File: src/lr_pkg.sv
// shared types, constants and helpers for the line rasterizer
`default_nettype none

package lr_pkg;

    // configuration register indexes
    localparam logic [1:0] REG_PIXEL_FORMAT = 2'd0;
    localparam logic [1:0] REG_X_LIMIT      = 2'd1;
    localparam logic [1:0] REG_Y_LIMIT      = 2'd2;
    localparam int         CFG_INDEX_BITS   = 2;

    // clip limit after reset for coordinate widths of 6 bits or more
    localparam int LIMIT_RESET_VALUE = 32;

    // fractional error accumulator and the divider that seeds it
    localparam int FRAC_BITS  = 16;
    localparam int DIV_STEPS  = FRAC_BITS;
    localparam int DIV_CNT_W  = $clog2(DIV_STEPS);

    // queue depths between the parts
    localparam int CMD_DEPTH = 2;
    localparam int RES_DEPTH = 2;

    localparam int PIXEL_BITS = 24;
    localparam int GRAY_BITS  = 8;

    // how a line is stepped
    typedef enum logic [1:0] {
        KIND_AXIAL   = 2'd0,
        KIND_X_MAJOR = 2'd1,
        KIND_Y_MAJOR = 2'd2
    } line_kind_t;

    // stepper sequencer states
    typedef enum logic [1:0] {
        ST_IDLE  = 2'd0,
        ST_DIV   = 2'd1,
        ST_FIRST = 2'd2,
        ST_STEP  = 2'd3
    } step_state_t;

    // gray level to packed pixel word
    function automatic logic [PIXEL_BITS-1:0] pack_pixel(
        input logic [GRAY_BITS-1:0] g,
        input logic                 fmt
    );
        logic [PIXEL_BITS-1:0] p;
        if (fmt)
        begin
            p = {g, g, g};
        end
        else
        begin
            p = {8'h00, g[7:3], g[7:2], g[7:3]};
        end
        return p;
    endfunction

endpackage

`default_nettype wire

File: src/line_rasterizer_unit.sv
// line rasterizer top level: configuration registers, front, queues and stepper
// A straight line goes from the command queue through the stepper's first-point state
//   to the result queue; a line that needs the error accumulator first runs the bit-serial divider.
// Throughput: one point per cycle from the stepper while the result queue is not full. A
//   2-word command queue lets the next line be taken while one is being stepped.
// Reset: asynchronous, active low; queues empty, stepper idle, pixel_format 0, limits min(32, 2**(N-1)).
`default_nettype none

module line_rasterizer_unit #(
    parameter int COORD_BITS = 6
) (
    input  wire logic                         clk,
    input  wire logic                         rst_n,
    // configuration
    input  wire logic                         cfg_write,
    input  wire logic [1:0]                   cfg_index,
    input  wire logic [COORD_BITS-1:0]        cfg_data,
    // line commands
    input  wire logic                         push,
    output logic                              full,
    input  wire logic signed [COORD_BITS-1:0] start_x,
    input  wire logic signed [COORD_BITS-1:0] start_y,
    input  wire logic signed [COORD_BITS-1:0] end_x,
    input  wire logic signed [COORD_BITS-1:0] end_y,
    input  wire logic        [7:0]            gray,
    // points
    output logic                              empty,
    input  wire logic                         pop,
    output logic signed      [COORD_BITS-1:0] point_x,
    output logic signed      [COORD_BITS-1:0] point_y,
    output logic                              inside_res,
    output logic             [23:0]           pixel,
    output logic                              last
);
    import lr_pkg::*;

    localparam int N        = COORD_BITS;
    localparam int LIM_INT  = (N > 6) ? LIMIT_RESET_VALUE : (1 << (N - 1));
    localparam logic [N-1:0] LIM_RESET = N'(LIM_INT);
    localparam int CMD_W    = 6 * N + 3 + PIXEL_BITS;
    localparam int RES_W    = 2 * N + 2 + PIXEL_BITS;

    logic         pixel_format_reg;
    logic [N-1:0] x_limit_reg;
    logic [N-1:0] y_limit_reg;

    logic [N-1:0] f_first_x, f_first_y, f_far_x, f_far_y, f_major, f_minor;
    logic         f_x_neg;
    line_kind_t   f_kind;
    logic [23:0]  f_pixel;

    logic [CMD_W-1:0] cmd_wdata, cmd_rdata;
    logic             cmd_empty, cmd_pop;
    logic [N-1:0]     c_first_x, c_first_y, c_far_x, c_far_y, c_major, c_minor;
    logic             c_x_neg;
    logic [1:0]       c_kind_bits;
    logic [23:0]      c_pixel;

    logic             res_full, res_push;
    logic [N-1:0]     r_x, r_y;
    logic             r_inside, r_last;
    logic [23:0]      r_pixel;
    logic [RES_W-1:0] res_wdata, res_rdata;

    // configuration registers
    always_ff @(posedge clk or negedge rst_n)
    begin
        if (!rst_n)
        begin
            pixel_format_reg <= 1'b0;
            x_limit_reg      <= LIM_RESET;
            y_limit_reg      <= LIM_RESET;
        end
        else if (cfg_write)
        begin
            case (cfg_index)
                REG_PIXEL_FORMAT: pixel_format_reg <= cfg_data[0];
                REG_X_LIMIT:      x_limit_reg      <= cfg_data;
                REG_Y_LIMIT:      y_limit_reg      <= cfg_data;
                default:          ;
            endcase
        end
    end

    // front: order and classify
    lr_front #(.COORD_BITS(N)) u_front (
        .start_x      (start_x),
        .start_y      (start_y),
        .end_x        (end_x),
        .end_y        (end_y),
        .gray         (gray),
        .pixel_format (pixel_format_reg),
        .first_x      (f_first_x),
        .first_y      (f_first_y),
        .far_x        (f_far_x),
        .far_y        (f_far_y),
        .x_neg        (f_x_neg),
        .major        (f_major),
        .minor        (f_minor),
        .kind         (f_kind),
        .pixel        (f_pixel)
    );

    // command queue between front and back
    assign cmd_wdata = {f_first_x, f_first_y, f_far_x, f_far_y, f_x_neg,
                        f_major, f_minor, f_kind, f_pixel};

    lr_fifo #(.WIDTH(CMD_W), .DEPTH(CMD_DEPTH)) u_cmd_q (
        .clk   (clk),
        .rst_n (rst_n),
        .push  (push),
        .full  (full),
        .wdata (cmd_wdata),
        .pop   (cmd_pop),
        .empty (cmd_empty),
        .rdata (cmd_rdata)
    );

    assign {c_first_x, c_first_y, c_far_x, c_far_y, c_x_neg,
            c_major, c_minor, c_kind_bits, c_pixel} = cmd_rdata;

    // back: divider and stepper
    lr_back #(.COORD_BITS(N)) u_back (
        .clk         (clk),
        .rst_n       (rst_n),
        .cmd_empty   (cmd_empty),
        .cmd_pop     (cmd_pop),
        .cmd_first_x (c_first_x),
        .cmd_first_y (c_first_y),
        .cmd_far_x   (c_far_x),
        .cmd_far_y   (c_far_y),
        .cmd_x_neg   (c_x_neg),
        .cmd_major   (c_major),
        .cmd_minor   (c_minor),
        .cmd_kind    (line_kind_t'(c_kind_bits)),
        .cmd_pixel   (c_pixel),
        .x_limit     (x_limit_reg),
        .y_limit     (y_limit_reg),
        .res_full    (res_full),
        .res_push    (res_push),
        .res_x       (r_x),
        .res_y       (r_y),
        .res_inside  (r_inside),
        .res_pixel   (r_pixel),
        .res_last    (r_last)
    );

    // result queue towards the consumer
    assign res_wdata = {r_x, r_y, r_inside, r_pixel, r_last};

    lr_fifo #(.WIDTH(RES_W), .DEPTH(RES_DEPTH)) u_res_q (
        .clk   (clk),
        .rst_n (rst_n),
        .push  (res_push),
        .full  (res_full),
        .wdata (res_wdata),
        .pop   (pop),
        .empty (empty),
        .rdata (res_rdata)
    );

    assign {point_x, point_y, inside_res, pixel, last} = res_rdata;

endmodule

`default_nettype wire

File: src/lr_fifo.sv
// small first-in first-out queue of words
`default_nettype none

module lr_fifo #(
    parameter int WIDTH = 8,
    parameter int DEPTH = 2
) (
    input  wire logic             clk,
    input  wire logic             rst_n,
    input  wire logic             push,
    output logic                  full,
    input  wire logic [WIDTH-1:0] wdata,
    input  wire logic             pop,
    output logic                  empty,
    output logic      [WIDTH-1:0] rdata
);
    localparam int AW = (DEPTH > 1) ? $clog2(DEPTH) : 1;

    logic [WIDTH-1:0] mem_reg [DEPTH];
    logic [AW-1:0]    wr_ptr_reg, wr_ptr_next;
    logic [AW-1:0]    rd_ptr_reg, rd_ptr_next;
    logic [AW:0]      count_reg, count_next;
    logic             do_write, do_read;

    // status and read port
    assign full     = (count_reg == (AW+1)'(DEPTH));
    assign empty    = (count_reg == '0);
    assign rdata    = mem_reg[rd_ptr_reg];
    assign do_write = push && !full;
    assign do_read  = pop && !empty;

    // pointer and fill count update
    always_comb
    begin
        wr_ptr_next = do_write ? wr_ptr_reg + AW'(1) : wr_ptr_reg;
        rd_ptr_next = do_read ? rd_ptr_reg + AW'(1) : rd_ptr_reg;
        count_next  = count_reg;
        if (do_write && !do_read)
        begin
            count_next = count_reg + (AW+1)'(1);
        end
        else if (do_read && !do_write)
        begin
            count_next = count_reg - (AW+1)'(1);
        end
    end

    always_ff @(posedge clk or negedge rst_n)
    begin
        if (!rst_n)
        begin
            wr_ptr_reg <= '0;
            rd_ptr_reg <= '0;
            count_reg  <= '0;
        end
        else
        begin
            wr_ptr_reg <= wr_ptr_next;
            rd_ptr_reg <= rd_ptr_next;
            count_reg  <= count_next;
        end
    end

    // word storage
    always_ff @(posedge clk)
    begin
        if (do_write)
        begin
            mem_reg[wr_ptr_reg] <= wdata;
        end
    end

endmodule

`default_nettype wire

File: src/lr_front.sv
// front part: orders endpoints, classifies the line and packs the pixel
`default_nettype none

module lr_front #(
    parameter int COORD_BITS = 6
) (
    input  wire logic signed [COORD_BITS-1:0] start_x,
    input  wire logic signed [COORD_BITS-1:0] start_y,
    input  wire logic signed [COORD_BITS-1:0] end_x,
    input  wire logic signed [COORD_BITS-1:0] end_y,
    input  wire logic        [7:0]            gray,
    input  wire logic                         pixel_format,
    output logic             [COORD_BITS-1:0] first_x,
    output logic             [COORD_BITS-1:0] first_y,
    output logic             [COORD_BITS-1:0] far_x,
    output logic             [COORD_BITS-1:0] far_y,
    output logic                              x_neg,
    output logic             [COORD_BITS-1:0] major,
    output logic             [COORD_BITS-1:0] minor,
    output lr_pkg::line_kind_t                kind,
    output logic             [23:0]           pixel
);
    import lr_pkg::*;

    localparam int N = COORD_BITS;

    logic         swap;
    logic [N:0]   dx_s;
    logic [N-1:0] adx;
    logic [N-1:0] ady;

    // top to bottom ordering and deltas
    always_comb
    begin
        swap    = start_y > end_y;
        first_x = swap ? end_x : start_x;
        first_y = swap ? end_y : start_y;
        far_x   = swap ? start_x : end_x;
        far_y   = swap ? start_y : end_y;
        dx_s    = {far_x[N-1], far_x} - {first_x[N-1], first_x};
        x_neg   = dx_s[N];
        adx     = x_neg ? N'(-dx_s) : dx_s[N-1:0];
        ady     = N'({far_y[N-1], far_y} - {first_y[N-1], first_y});
    end

    // line classification
    always_comb
    begin
        priority if (adx == '0 || ady == '0 || adx == ady)
        begin
            kind  = KIND_AXIAL;
            major = (adx > ady) ? adx : ady;
            minor = (adx > ady) ? ady : adx;
        end
        else if (ady > adx)
        begin
            kind  = KIND_Y_MAJOR;
            major = ady;
            minor = adx;
        end
        else
        begin
            kind  = KIND_X_MAJOR;
            major = adx;
            minor = ady;
        end
    end

    assign pixel = pack_pixel(gray, pixel_format);

endmodule

`default_nettype wire

File: src/lr_back.sv
// back part: error increment divider and point stepper
`default_nettype none

module lr_back #(
    parameter int COORD_BITS = 6
) (
    input  wire logic                    clk,
    input  wire logic                    rst_n,
    // command queue side
    input  wire logic                    cmd_empty,
    output logic                         cmd_pop,
    input  wire logic [COORD_BITS-1:0]   cmd_first_x,
    input  wire logic [COORD_BITS-1:0]   cmd_first_y,
    input  wire logic [COORD_BITS-1:0]   cmd_far_x,
    input  wire logic [COORD_BITS-1:0]   cmd_far_y,
    input  wire logic                    cmd_x_neg,
    input  wire logic [COORD_BITS-1:0]   cmd_major,
    input  wire logic [COORD_BITS-1:0]   cmd_minor,
    input  wire lr_pkg::line_kind_t      cmd_kind,
    input  wire logic [23:0]             cmd_pixel,
    // clip limits
    input  wire logic [COORD_BITS-1:0]   x_limit,
    input  wire logic [COORD_BITS-1:0]   y_limit,
    // result queue side
    input  wire logic                    res_full,
    output logic                         res_push,
    output logic      [COORD_BITS-1:0]   res_x,
    output logic      [COORD_BITS-1:0]   res_y,
    output logic                         res_inside,
    output logic      [23:0]             res_pixel,
    output logic                         res_last
);
    import lr_pkg::*;

    localparam int N = COORD_BITS;

    step_state_t          state_reg, state_next;
    logic [N-1:0]         cnt_reg, cnt_next;
    logic [DIV_CNT_W-1:0] div_cnt_reg, div_cnt_next;
    logic [N-1:0]         cur_x_reg, cur_x_next;
    logic [N-1:0]         cur_y_reg, cur_y_next;
    logic [N-1:0]         end_x_reg, end_x_next;
    logic [N-1:0]         end_y_reg, end_y_next;
    logic                 x_neg_reg, x_neg_next;
    logic                 step_x_reg, step_x_next;
    logic                 step_y_reg, step_y_next;
    logic [N-1:0]         major_reg, major_next;
    line_kind_t           kind_reg, kind_next;
    logic [23:0]          pixel_reg, pixel_next;
    logic [N-1:0]         rem_reg, rem_next;
    logic [FRAC_BITS-1:0] adj_reg, adj_next;
    logic [FRAC_BITS-1:0] acc_reg, acc_next;

    logic [FRAC_BITS:0]   sum;
    logic                 carry;
    logic [N-1:0]         x_adv, y_adv;
    logic [N-1:0]         nx, ny;
    logic [N:0]           rem_shift;
    logic                 quo_bit;

    // candidate next point
    always_comb
    begin
        sum   = {1'b0, acc_reg} + {1'b0, adj_reg};
        carry = sum[FRAC_BITS];
        x_adv = x_neg_reg ? cur_x_reg - N'(1) : cur_x_reg + N'(1);
        y_adv = cur_y_reg + N'(1);
        unique case (kind_reg)
            KIND_AXIAL:
            begin
                nx = step_x_reg ? x_adv : cur_x_reg;
                ny = step_y_reg ? y_adv : cur_y_reg;
            end
            KIND_X_MAJOR:
            begin
                nx = x_adv;
                ny = carry ? y_adv : cur_y_reg;
            end
            KIND_Y_MAJOR:
            begin
                nx = carry ? x_adv : cur_x_reg;
                ny = y_adv;
            end
            default:
            begin
                nx = cur_x_reg;
                ny = cur_y_reg;
            end
        endcase
        // accumulated lines land exactly on the far endpoint
        if (kind_reg != KIND_AXIAL && cnt_reg == N'(1))
        begin
            nx = end_x_reg;
            ny = end_y_reg;
        end
    end

    // restoring divider step, one quotient bit a cycle
    always_comb
    begin
        rem_shift = {rem_reg, 1'b0};
        quo_bit   = rem_shift >= {1'b0, major_reg};
    end

    // sequencer
    always_comb
    begin
        state_next   = state_reg;
        cnt_next     = cnt_reg;
        div_cnt_next = div_cnt_reg;
        cur_x_next   = cur_x_reg;
        cur_y_next   = cur_y_reg;
        end_x_next   = end_x_reg;
        end_y_next   = end_y_reg;
        x_neg_next   = x_neg_reg;
        step_x_next  = step_x_reg;
        step_y_next  = step_y_reg;
        major_next   = major_reg;
        kind_next    = kind_reg;
        pixel_next   = pixel_reg;
        rem_next     = rem_reg;
        adj_next     = adj_reg;
        acc_next     = acc_reg;
        cmd_pop      = 1'b0;
        res_push     = 1'b0;
        res_x        = cur_x_reg;
        res_y        = cur_y_reg;
        res_last     = 1'b0;
        unique case (state_reg)
            ST_IDLE:
            begin
                if (!cmd_empty)
                begin
                    cmd_pop      = 1'b1;
                    cur_x_next   = cmd_first_x;
                    cur_y_next   = cmd_first_y;
                    end_x_next   = cmd_far_x;
                    end_y_next   = cmd_far_y;
                    x_neg_next   = cmd_x_neg;
                    step_x_next  = cmd_far_x != cmd_first_x;
                    step_y_next  = cmd_far_y != cmd_first_y;
                    major_next   = cmd_major;
                    cnt_next     = cmd_major;
                    kind_next    = cmd_kind;
                    pixel_next   = cmd_pixel;
                    rem_next     = cmd_minor;
                    acc_next     = '0;
                    div_cnt_next = '0;
                    state_next   = (cmd_kind == KIND_AXIAL) ? ST_FIRST : ST_DIV;
                end
            end
            ST_DIV:
            begin
                rem_next     = quo_bit ? N'(rem_shift - {1'b0, major_reg}) : N'(rem_shift);
                adj_next     = {adj_reg[FRAC_BITS-2:0], quo_bit};
                div_cnt_next = div_cnt_reg + DIV_CNT_W'(1);
                if (div_cnt_reg == DIV_CNT_W'(DIV_STEPS - 1))
                begin
                    state_next = ST_FIRST;
                end
            end
            ST_FIRST:
            begin
                if (!res_full)
                begin
                    res_push   = 1'b1;
                    res_last   = (cnt_reg == '0);
                    state_next = (cnt_reg == '0) ? ST_IDLE : ST_STEP;
                end
            end
            ST_STEP:
            begin
                res_x    = nx;
                res_y    = ny;
                res_last = (cnt_reg == N'(1));
                if (!res_full)
                begin
                    res_push   = 1'b1;
                    cur_x_next = nx;
                    cur_y_next = ny;
                    acc_next   = sum[FRAC_BITS-1:0];
                    cnt_next   = cnt_reg - N'(1);
                    if (cnt_reg == N'(1))
                    begin
                        state_next = ST_IDLE;
                    end
                end
            end
        endcase
    end

    // clip test on the word going out
    assign res_inside = !res_x[N-1] && !res_y[N-1] && (res_x < x_limit) && (res_y < y_limit);
    assign res_pixel  = pixel_reg;

    always_ff @(posedge clk or negedge rst_n)
    begin
        if (!rst_n)
        begin
            state_reg <= ST_IDLE;
        end
        else
        begin
            state_reg <= state_next;
        end
    end

    // line datapath
    always_ff @(posedge clk)
    begin
        cnt_reg     <= cnt_next;
        div_cnt_reg <= div_cnt_next;
        cur_x_reg   <= cur_x_next;
        cur_y_reg   <= cur_y_next;
        end_x_reg   <= end_x_next;
        end_y_reg   <= end_y_next;
        x_neg_reg   <= x_neg_next;
        step_x_reg  <= step_x_next;
        step_y_reg  <= step_y_next;
        major_reg   <= major_next;
        kind_reg    <= kind_next;
        pixel_reg   <= pixel_next;
        rem_reg     <= rem_next;
        adj_reg     <= adj_next;
        acc_reg     <= acc_next;
    end

endmodule

`default_nettype wire

File: config.mk
export PLATFORM = sky130hd
export DESIGN_NAME = line_rasterizer_unit
export DESIGN_NICKNAME = d
export VERILOG_FILES = /design/src/lr_pkg.sv /design/src/line_rasterizer_unit.sv /design/src/lr_fifo.sv /design/src/lr_front.sv /design/src/lr_back.sv
export SDC_FILE = /design/constraint.sdc
export NUM_CORES = 1
export LEC_CHECK = 0
export BUFFER_PORTS_ARGS = -buffer_cell sky130_fd_sc_hd__buf_4
export CORE_ASPECT_RATIO = 1.5
export CORE_MARGIN = 2
export CORE_UTILIZATION = 50
export DETAILED_ROUTE_END_ITERATION = 10
export GPL_TIMING_DRIVEN = 0
export PLACE_DENSITY = 0.78
export SYNTH_ARGS = -nofsm -noshare
export SYNTH_HDL_FRONTEND = slang
export SYNTH_SLANG_ARGS = --single-unit
File: constraint.sdc
create_clock -name clk -period 6.3 [get_ports clk]
set_input_delay 1.89 -clock clk [delete_from_list [all_inputs] [get_ports clk]]
set_output_delay 1.89 -clock clk [all_outputs]
set_load 0.02 [all_outputs]
* Word level (Yosys, flattened, before mapping) *
Memory sizes are Yosys's and may differ from the RTL's.
Index checks and enable logic that the tools add are counted.

storage, ports and cells
  register bits = 130
  memory bits (writable) = 202
  bits of input ports = 45
  output and inout port bits = 40
  memories kept = 2

memories
  name             depth  width  read ports  clocked after memory_dff  write ports  line           text
  u_cmd_q.mem_reg  2      63     1           0                         1            lr_fifo.sv:19  logic [WIDTH-1:0] mem_reg [DEPTH];
  u_res_q.mem_reg  2      38     1           0                         1            lr_fifo.sv:19

operators by class
  bitwise operators = 1
  $lt $le $gt $ge = 6
  add/subtract/negate cells = 18
  equality and inequality tests = 19
  reduce and logical (&&, ||, !) cells = 46
  multiplexer cells = 64

operators with widths
  operator                                                            count
  6-bit 2-to-1 mux                                                    28
  6-bit case mux with 2 select lines                                  4
  6-bit case mux with 3 select lines                                  2
  16-bit 2-to-1 mux                                                   2
  16-bit case mux with 2 select lines                                 1
  2-bit 2-to-1 mux                                                    13
  24-bit 2-to-1 mux                                                   1
  6-bit > comparator                                                  3
  6-bit logical NOT                                                   3
  16-bit by 16-bit adder with 17-bit output                           1
  6-bit by 1-bit adder with 6-bit output, second input constant       2
  2-bit == test, second input constant                                6
  1-bit logical AND                                                   12
  2-bit logical NOT                                                   6
  6-bit less-than comparator                                          2
  6-bit inequality test                                               2
  6-bit by 1-bit subtractor with 6-bit output, second input constant  2
  6-bit subtractor                                                    2
  1-bit logical NOT                                                   10
  2-bit AND reduction                                                 5
  2-bit nonzero test                                                  5
  1-bit 2-to-1 mux                                                    9
  2-bit case mux with 4 select lines                                  1
  4-bit case mux with 2 select lines                                  1
  other kinds (20)                                                    31

* Longest topological paths before layout *
Gate-level depths: netlist (run 1).

  depth after elaboration = 10
  mapped depth = 29

* Hierarchy *
Synthesis (run 1) repeated with hierarchy kept, for this count alone.

second synthesis, totals
  cells, all modules = 1281
  area, all modules = 16941.2 um^2

modules (own cells, without submodules)
  module                cells each  area an instance (um^2)  times used  sequential area each (um^2)
  lr_back               603         6511.2                   1           3263.1
  lr_fifo (u_cmd_q)     215         5042.3                   1           3883.7
  lr_fifo (u_res_q)     137         2985.4                   1           2382.3
  lr_front              297         1875.5                   1           0.0
  line_rasterizer_unit  29          526.8                    1           327.8

* Least setup slack after synthesis (run 1) *
No wires, ideal clock.

  kind = input to register
  start = in end_y[5]
  end = mem u_cmd_q.mem_reg[0][27] (netlist name) (data pin)
  buffers on the path = 1
  slack = -0.563 ns
  data arrival time = 6.601 ns
  stages on the path = 27
  data required time = 6.038 ns
  library setup time = 0.262 ns
  cell sequence = inv_1 -> ha_1 -> nand4_1 -> o21bai_4 -> nand2_1 -> nand2_1 -> clkbuf_1 -> nor2_1 -> a21oi_1 -> ha_1 -> or4_2 -> o211ai_4 -> nand4_1 -> a21oi_1 -> nor2_2 -> inv_1 -> o21ai_0 -> ha_1 -> nor2b_1 -> o21a_1 -> o21a_1 -> o21ai_0 -> nand2b_1 -> a21oi_1 -> inv_1 -> o21ai_1 -> mux2_2

RTL lines
  what                                                        line                            text
  start, declared                                             line_rasterizer_unit.sv:24      input wire logic signed [COORD_BITS-1:0] end_y,
  6-bit > comparator (*)                                      lr_front.sv:35                  swap = start_y > end_y;
  6-bit 2-to-1 mux, on equally long branches                  lr_front.sv:38, lr_front.sv:36
  6-bit by 6-bit subtractor with 7-bit output (*)             lr_front.sv:40                  dx_s = {far_x[N-1], far_x} - {first_x[N-1], first_x};
  via f_x_neg                                                 line_rasterizer_unit.sv:48      logic f_x_neg;
  6-bit 2-to-1 mux (*)                                        lr_front.sv:42                  adx = x_neg ? N'(-dx_s) : dx_s[N-1:0];
  branches (longest 3 deep; another with 6-bit > comparator)  --
  6-bit 2-to-1 mux (*)                                        lr_front.sv:49                  priority if (adx == '0 || ady == '0 || adx == ady)
  via f_minor[1]                                              line_rasterizer_unit.sv:47      logic [N-1:0] f_first_x, f_first_y, f_far_x, f_far_y, f_major, f_minor;
  end, declared                                               lr_fifo.sv:19

Mark *: on every way through the listed nets, which the timed path passes.

* Final worst setup path (run 1) *
  start = in end_y[3]
  end = mem u_cmd_q.mem_reg[1][36] (netlist name) (data pin)

between the ends
  longest elaborated chain between the ends = 9

ends and longest elaborated chain
  what                                                                                 line
  branches (longest 8 deep; another with 6-bit by 6-bit subtractor with 7-bit output)  --
  6-bit 2-to-1 mux (*)                                                                 lr_front.sv:49
  via f_major[4]                                                                       line_rasterizer_unit.sv:47

Marked as above.

==> impl_results.md, run 1 <==
- Worst Max-Slew Pin Slew: 0.985 ns
- Setup WS pre-CTS: -0.797 ns
- Drt drc: 0
- Num rows: 81
- Final hold vios: 0
- # diodes: 0
- # fillers: 2527
- Initial DRT Pass Iterations: 5
- Hold EP: u_res_q.mem_reg[0][12]
- Highest Clock Rate: 161 MHz
- Slew Limit Fails: 0
- Clk buf depth: 3
- Switching Fraction: 37.9%
- Cell count after placement: 1774
- CP arrival: 6.59 ns
- Leak: 7.18 nW
- Starting Density: 50.4%
- Via count: 10500
- R2r endpoint: u_res_q.mem_reg[0][25]
- Global-route wire length before repair: 56200 µm
- Crit path launch: end_y[3]
- Post-Synthesis Cells: 1270
- DRT iter0 DRCs: 1006
- Max_cap viols: 0
- Share of Yosys cell area claimed by the top area cell type: 56.8%
- Hold Path Origin: u_back.res_pixel[11]
- DPL Wire Length: 25700 µm
- Crit start category: input pin
- Clock transition at path regs: 0.07 ns
- Warnings from Yosys: 0
- Num CTS Buffers: 30
- Layout cell share with drive strength beyond 1: 23.5%
- Total die area: 0.0342 mm²
- Routability cong.: 0.911
- Logic gate share of total power: 44.9%
- Syn avg cell area: 12.9 µm²
- Drt via density: 5.70
- Final WS setup: 0.105 ns
- Worst EP required: 6.69 ns
- Fin crit period: 6.20 ns
- Vias in the first global route: 10600
- Root buf cell: clkbuf_16
- R2R depth: 18
- Post-synth EDFFs: 309
- All-Layer GR Usage: 21.2%
- Total power: 10.7 mW
- Slowest CP cell: or4_4
- CP Buf/Inv Count: 5
- Synth Cell Area: 0.0163 mm²
- Congestion Overflow GR: 0
- I/O pin count: 85
- P_sw: 4.04 mW
- Critical Path Fanout Max: 8
- Multi-input logic area: 0.00628 mm²
- CORE AREA: 0.0324 mm²
- Die W: 152 µm
- Library cells used by synthesis: 86
- H-tree Lvls: 1
- Initial antenna violation count: 0
- Clock sinks: 332
- Pint: 6.63 mW
- Syn nets: 1379
- Largest register FFs: 126
- Nets: 1517
- Hold WC Path Type: register to register
- Delay-heaviest family, CP: simple AND/OR/NAND/NOR gates
- Clock network power share: 17.4%
- Area added between synthesis and finish: 16.7%
- Fin crit share: 98.3%
- Flop-to-flop setup slack: 0.88 ns
- Start of the worst register-to-register path: u_back.adj_reg[0]
- PortBufs: 81
- Most common cell in the netlist: edfxtp_1
- Relative slew slack: 33.6%
- Clock Latency Late Sink: 0.58 ns
- Predominant post-synthesis flop cell: edfxtp_1
- Synth area leader: edfxtp_1
- FF/Latch Area: 0.00986 mm²
- Synth Register Bits: 332
- Clock skew: 0.0180 ns
- Sequential-to-total area share from yosys stat: 60.3%
- Max incr delay on CP: 0.50 ns
- CTS tree: built
- Final TNS setup: 0 ns
- Largest net degree at the start of global routing: 64
- Pwr/cell area: 560 mW/mm²
- Async set-or-reset flop fraction in the synthesized netlist: 6.93%
- Setup violators final: 0
- WS Path Type: input pin to register
- VDD IR-drop max: 0.000294 V
- Wire length per cell: 19.6 µm
- Routed Antenna Nets: 0
- Non-filler cells, final: 1847
- Chip height: 225 µm
- Sequential power share: 37.7%
- Hold path depth: 0
- Status: completed
- Total Wirelength: 36100 µm
- Largest cells by area after synthesis: edfxtp_1 (57%), mux2_2 (7.0%), ha_1 (4.7%)
- Commonest cells in the netlist: edfxtp_1 (309), mux2_2 (101), nand2_1 (93)
- Post-CTS Hold Fix Bufs: 0
- Crit path capture type: register
## power groups by stage
stage	Sequential [mW]	Clock, mW	Combinational, mW
after floorplan	3.98	0	3.15
after global placement	4.09	0	4.28
after detailed placement	4.06	0	4.58
after CTS	4.02	1.88	4.67
after global routing	4.10	1.96	5.24
final	4.02	1.86	4.79
## metal layers
metal  wire [µm]  track usage, %
met5           0               0
met4        1560            9.92
met3        1440            2.51
met2       19200            38.3
met1       13900            24.9
## what timing repair did
action	in CTS	in global routing
setup endpoints to repair	18	28
cloned	1	0
pin swaps	3	19
gates resized for setup	10	34
setup buffers	2	15
## worst max path at each step
stage                             endpoint  slack [ns]  depth (start not counted)
floorplan           u_cmd_q.mem_reg[0][27]        0.06                         27
global placement    u_cmd_q.mem_reg[1][30]       -0.72                         28
detailed placement  u_cmd_q.mem_reg[1][29]       -0.80                         28
CTS                 u_cmd_q.mem_reg[0][30]       -0.01                         29
global route        u_cmd_q.mem_reg[1][36]       -0.06                         29
finish              u_cmd_q.mem_reg[1][36]        0.10                         28
## worst register-to-register path, cell delays in order, from the launching register on
cell and delay, ns:
edfxtp_1 0.39, ha_1 0.23, fa_1 0.41, a21o_1 0.18
a21oi_1 0.24, o21bai_1 0.15, a2111oi_2 0.59, o21a_1 0.28
nor2_1 0.19, a211oi_1 0.24, o31ai_1 0.12, a221oi_1 0.44
nor2_1 0.21, ha_1 0.35, a21o_1 0.18, a21o_1 0.17
a2111oi_0 0.38, o21ai_0 0.18, nor4_1 0.29
## through the flow
step | hold slack (ns) | area [µm²] | utilization (%)
4_1_cts | 0.445 | 18800 | 58.0
6_report | 0.445 | 19100 | 58.8
3_5_place_dp | 0.431 | 17700 | 54.6
2_1_floorplan | 0.421 | 16400 | -
5_1_grt | 0.455 | 19100 | 58.8
3_3_place_gp | 0.424 | 17500 | 54.1
## cell type report
cell class,instances,area share (%)
inverter,72,1.45
tap,415,2.72
timing repair buffer,107,4.70
multi-input combinational,820,32.9
sequential,332,51.7
clock inverter,19,1.06
buffer,45,1.16
clock buffer,37,4.29
## placed cells by master (no fill, tap or decap), drive strengths merged, types with 11 or more instances in the layout
| master | count |
|---|---|
| a211oi | 14 |
| a21o | 13 |
| a21oi | 65 |
| and2 | 19 |
| buf | 120 |
| clkbuf | 69 |
| clkinv | 11 |
| dfrtp | 21 |
| edfxtp | 309 |
| ha | 61 |
| inv | 74 |
| mux2 | 101 |
| mux2i | 30 |
| nand2 | 93 |
| nand2b | 22 |
| nand3 | 11 |
| nand4 | 11 |
| nor2 | 83 |
| nor2b | 18 |
| nor3 | 17 |
| o21ai | 71 |
| xnor2 | 43 |
| xor2 | 24 |
## logic make-up (layout without fill, tap and decap cells)
| logic type | Yosys count | in the layout | synth area share (%) |
|---|---|---|---|
| flops | 332 | 332 | 60.3 |
| simple gates | 312 | 312 | 9.32 |
| mux | 131 | 131 | 8.80 |
| fa+ha+maj | 67 | 67 | 5.22 |
| xor+xnor | 67 | 67 | 3.75 |
| buf+inv | 118 | 280 | 2.92 |
| compound gates | 243 | 243 | 9.68 |
Note: power is estimated with default switching activity, not from simulation.
==> run 2: changes to the inputs <==
ABC_AREA = 1   (was unset)
==> impl_results.md, run 2 <==
- Area added between synthesis and finish: 14.5%
- Sequential-to-total area share from yosys stat: 61.8%
- Max_cap viols: 0
- Post-synthesis compound-gate area fraction: 8.69%
- Commonest non-fill, non-tap cells in the layout: nand2_1 (468), edfxtp_1 (309), inv_1 (158)
- Warnings from Yosys: 0
- Final hold vios: 0
- Non-filler cells, final: 2103
- Vias in the first global route: 11100
- Critical Path Fanout Max: 10
- DPL Wire Length: 25200 µm
- Library cells used by synthesis: 54
- Largest family of logic cells by synthesized area: simple AND/OR/NAND/NOR gates
- Drt via density: 5.28
- Max incr delay on CP: 0.39 ns
- Share of Yosys cell area claimed by the top area cell type: 58.1%
- Post-Synthesis Cells: 1549
- Post-CTS Hold Fix Bufs: 0
- VDD IR-drop max: 0.000242 V
- XOR/XNOR Fraction of Synth Area: 2.09%
- Setup violators final: 0
- Initial antenna violation count: 0
- Switching Fraction: 39.3%
- Highest Clock Rate: 167 MHz
- Clock network power share: 17.5%
- Largest net degree at the start of global routing: 34
- Wire length per cell: 15.9 µm
- Crit path top cell by count: inv_1
- Hold WC Path Type: register to register
- Synth Register Bits: 332
- Cell count after placement: 2050
- Worst EP required: 6.56 ns
- H-tree Lvls: 1
- Crit start category: input pin
- Most common cell after layout, fill and taps aside: nand2_1
- Pwr/cell area: 556 mW/mm²
- Num CTS Buffers: 29
- Gates resized, CTS repair: 0
- Chip height: 223 µm
- Most common cell in the netlist: nand2_1
- Hold path depth: 0
- I/O pin count: 85
- Num rows: 80
- PortBufs: 84
- Largest cells by area after synthesis: edfxtp_1 (58%), nand2_1 (11%), ha_1 (4.8%)
- Logic gate share of total power: 43.1%
- CTS tree: built
- Clock Latency Late Sink: 0.55 ns
- CORE AREA: 0.0316 mm²
- Slew Limit Fails: 0
- Syn avg cell area: 10.3 µm²
- Mux contribution to synthesized area: 0.894%
- Relative slew slack: 35.3%
- Clock skew: 0.00698 ns
- Adder-Cell Fraction of Synth Area: 5.16%
- CP arrival: 6.24 ns
- Post-synth EDFFs: 309
- Die W: 150 µm
- Status: completed
- Pint: 6.16 mW
- Slowest CP cell: ha_1
- Total die area: 0.0334 mm²
- Routability cong.: 0.906
- Worst Max-Slew Pin Slew: 0.968 ns
- Sequential power share: 39.4%
- Nets: 1780
- Clock transition at path regs: 0.07 ns
- RSZ-0062 raised after global routing: no
- Fin crit share: 94.8%
- All-Layer GR Usage: 20.3%
- Fin crit period: 5.97 ns
- Largest register FFs: 126
- Starting Density: 50.5%
- Flop-to-flop setup slack: 1.40 ns
- Crit path launch: end_y[4]
- Syn nets: 1658
- Leak: 7.79 nW
- # diodes: 0
- Root buf cell: clkbuf_16
- P_sw: 3.99 mW
- Fin Hold WS: 0.446 ns
- Congestion Overflow GR: 0
- DRT iter0 DRCs: 654
- WS Path Type: input pin to register
- Total Wirelength: 33400 µm
- Synth area leader: edfxtp_1
- Start of the worst register-to-register path: u_back.adj_reg[0]
- Crit path capture type: register
- Final TNS setup: 0 ns
- Post-synthesis simple-gate area fraction: 16.4%
- Commonest cells in the netlist: nand2_1 (468), edfxtp_1 (309), inv_1 (158)
- Via count: 11100
- Layout cell share with drive strength beyond 1: 10.3%
- Clk buf depth: 3
- Global-route wire length before repair: 54000 µm
- Clock sinks: 332
- Synth Cell Area: 0.0160 mm²
- Initial DRT Pass Iterations: 7
- Async set-or-reset flop fraction in the synthesized netlist: 6.93%
- Worst setup path end: u_cmd_q.mem_reg[1][26]
- Post-CTS setup buffer count: 0
- Routed Antenna Nets: 0
- R2R depth: 25
- R2r endpoint: u_res_q.mem_reg[1][25]
- Predominant post-synthesis flop cell: edfxtp_1
- Drt drc: 0
## run 2: how the worst min path moves through the flow
stage / startpoint / end / slack [ns]
after floorplan: u_back.res_pixel[9] / u_res_q.mem_reg[0][10] / 0.42
after detailed placement: u_back.res_pixel[2] / u_res_q.mem_reg[0][3] / 0.43
after global routing: u_back.res_pixel[13] / u_res_q.mem_reg[0][14] / 0.45
final: u_back.res_pixel[2] / u_res_q.mem_reg[1][3] / 0.45
after global placement: u_back.res_pixel[22] / u_res_q.mem_reg[0][23] / 0.42
after CTS: u_back.res_pixel[21] / u_res_q.mem_reg[1][22] / 0.45
## run 2: cells by family (layout without fill, tap and decap cells)
group	after synthesis	count (layout)
muxes	14	14
DFF	332	332
AOI/OAI and AO/OA	251	251
buffers and inverters	203	347
and+or+nand+nor	647	647
xor gates and xnor gates	38	38
adders and majority gates	64	64
## run 2: through the flow
stage | instance area (µm²) | power (mW) | utilization [%] | setup slack (ns)
after floorplan | 16000 | 6.95 | - | 0.823
after global placement | 17100 | 8.10 | 54.1 | -0.316
after detailed placement | 17300 | 8.40 | 54.7 | -0.353
after CTS | 18300 | 10.2 | 57.8 | 0.210
after global routing | 18300 | 10.9 | 57.8 | 0.0104
final | 18300 | 10.2 | 57.8 | 0.326
## run 2: final cells by class
type	count	area (µm²)
Clock buffer	43	818
Buffer	44	201
Inverter	159	597
Sequential cell	332	9860
Tap cell	410	513
Fill cell	2583	13400
Multi-Input combinational cell	1014	5370
Timing Repair Buffer	91	788
Clock inverter	10	135
## run 2: power by group through the flow
stage | combinational, mW | sequential, mW | clock [mW]
finish | 4.38 | 4.00 | 1.78
global route | 4.93 | 4.07 | 1.88
CTS | 4.39 | 4.00 | 1.81
detailed placement | 4.36 | 4.04 | 0
global placement | 4.02 | 4.08 | 0
floorplan | 2.97 | 3.97 | 0
## run 2: routing by layer
metal	part of all wire (%)	GRT usage, %
met3	3.9	1.91
met5	0	0
met2	55	39.2
met1	37	22.5
met4	3.6	8.03
## run 2: worst max-delay path, delay by kind of cell
family                   cells  cell delay, ns
AO/OA/AOI/OAI                4            0.59
adder cells (fa/ha/maj)      3            0.88
AND/OR/NAND/NOR             14            1.52
XOR/XNOR                     1            0.31
buffers and inverters        9            1.04
==> run 3: changes to the inputs <==
clock period = 6.7 ns   (was 6.3 ns; I/O delays follow)
==> impl_results.md, run 3 (synthesized netlist as in run 2, its figures left out) <==
- Status: completed
- PortBufs: 84
- Worst EP required: 7.02 ns
- All-Layer GR Usage: 20.3%
- Relative slew slack: 35.4%
- Post-CTS Hold Fix Bufs: 0
- Hold path depth: 0
- Root buf cell: clkbuf_16
- WS Path Type: input pin to register
- Setup violators final: 0
- Commonest non-fill, non-tap cells in the layout: nand2_1 (468), edfxtp_1 (309), inv_1 (158)
- Start of the worst register-to-register path: u_back.adj_reg[0]
- Hold Path Origin: u_back.res_pixel[2]
- Total die area: 0.0334 mm²
- Max_cap viols: 0
- Congestion Overflow GR: 0
- Die W: 150 µm
- Pwr/cell area: 523 mW/mm²
- R2r endpoint: u_res_q.mem_reg[1][25]
- DPL Wire Length: 25200 µm
- Clock Latency Late Sink: 0.55 ns
- Critical Path Fanout Max: 10
- Post-CTS setup buffer count: 0
- Slew Limit Fails: 0
- CTS tree: built
- Chip height: 223 µm
- Total Wirelength: 33500 µm
- CORE AREA: 0.0316 mm²
- VDD IR-drop max: 0.000227 V
- Crit path capture type: register
- Routability cong.: 0.906
- Largest net degree at the start of global routing: 34
- R2R depth: 25
- Drt drc: 0
- Nets: 1780
- Largest register FFs: 126
- Via count: 11100
- # fillers: 2583
- RSZ-0062 raised after global routing: no
- Clock sinks: 332
- Layout cell share with drive strength beyond 1: 10.2%
- Final hold vios: 0
- Crit start category: input pin
- Worst Max-Slew Pin Slew: 0.967 ns
- Hold WC Path Type: register to register
- Final WS setup: 0.402 ns
- Clock transition at path regs: 0.07 ns
- Clk buf depth: 3
- I/O pin count: 85
- Initial antenna violation count: 0
- Fin crit share: 94.0%
- Setup WS pre-CTS: -0.0729 ns
- Leak: 7.79 nW
- Starting Density: 50.5%
- Clock skew: 0.00707 ns
- Initial DRT Pass Iterations: 5
- Global-route wire length before repair: 54000 µm
- Fin crit period: 6.30 ns
- H-tree Lvls: 1
- Num CTS Buffers: 29
- Flop-to-flop setup slack: 1.83 ns
- Drt via density: 5.27
- Gates resized, CTS repair: 0
- Highest Clock Rate: 159 MHz
- Hold EP: u_res_q.mem_reg[1][3]
- Num rows: 80
- Final TNS setup: 0 ns
- DRT iter0 DRCs: 649
- Routed Antenna Nets: 0
- # diodes: 0
- Util after Layout: 57.8%
- Area added between synthesis and finish: 14.5%
- Wire length per cell: 15.9 µm
- Most common cell after layout, fill and taps aside: nand2_1
- CP arrival: 6.62 ns
- Vias in the first global route: 11100
[run 3: cell types whose count changed in the layout (fill, tap and decap cells not counted), sizes merged]
cell	before	now
inv	161	160
clkinv	4	5
[run 3: cell type report]
class / instances / area (µm²) / area share [%]
Buffer: 44 / 201 / 1.10
Clock buffer: 43 / 818 / 4.48
Clock inverter: 10 / 135 / 0.740
Inverter: 159 / 597 / 3.27
Multi-Input combinational cell: 1014 / 5360 / 29.3
Sequential cell: 332 / 9860 / 54.0
Tap cell: 410 / 513 / 2.81
Timing Repair Buffer: 91 / 788 / 4.31
[run 3: metrics by stage]
step	power [mW]	std cells	instance area, µm²	hold WS (ns)
floorplan	6.53	1549	16000	0.421
global placement	7.61	2043	17100	0.423
detailed placement	7.90	2050	17300	0.434
CTS	9.58	2103	18300	0.447
global route	10.2	2103	18300	0.455
finish	9.55	2103	18300	0.446
[run 3: worst max-delay path by stage]
stage | end | cells past startpoint | slack [ns] | startpoint
floorplan | u_cmd_q.mem_reg[0][34] | 31 | 1.10 | end_y[4]
global placement | u_cmd_q.mem_reg[1][44] | 3 | -0.04 | push
finish | u_cmd_q.mem_reg[1][27] | 27 | 0.40 | start_y[5]
global route | u_cmd_q.mem_reg[1][31] | 29 | 0.09 | end_y[4]
detailed placement | u_cmd_q.mem_reg[0][27] | 27 | -0.07 | start_y[5]
CTS | u_cmd_q.mem_reg[0][31] | 27 | 0.49 | start_y[5]
[run 3: routing by layer]
| metal | GRT usage (%) | vias up | share of wire (%) |
|---|---|---|---|
| met4 | 8.03 | 0 | 3.8 |
| met1 | 22.5 | 5204 | 37 |
| met5 | 0 | - | 0 |
| met3 | 1.91 | 85 | 3.9 |
| met2 | 39.2 | 278 | 55 |
| li1 | - | 5518 | - |
[run 3: power by group]
| part | internal [mW] | switching [mW] |
|---|---|---|
| combinational | 1.39 | 2.73 |
| clock | 0.962 | 0.709 |
| sequential | 3.44 | 0.322 |
[run 3: critical path: stages]
cell and delay [ns]:
buf_4 0.12, ha_1 0.36, a21oi_1 0.31, nand2_1 0.12
nand2_2 0.15, nand3_4 0.15, buf_6 0.18, a21oi_2 0.20
o211ai_2 0.14, ha_1 0.21, inv_1 0.07, nand2_1 0.07
nand3_1 0.07, nand3_1 0.08, xor2_1 0.41, inv_1 0.15
ha_1 0.30, nand2_1 0.04, inv_1 0.07, nand3_1 0.07
inv_1 0.07, o21ai_0 0.08, nand3_1 0.11, inv_1 0.06
nor2_1 0.29, clkinv_1 0.31, o21ai_0 0.41
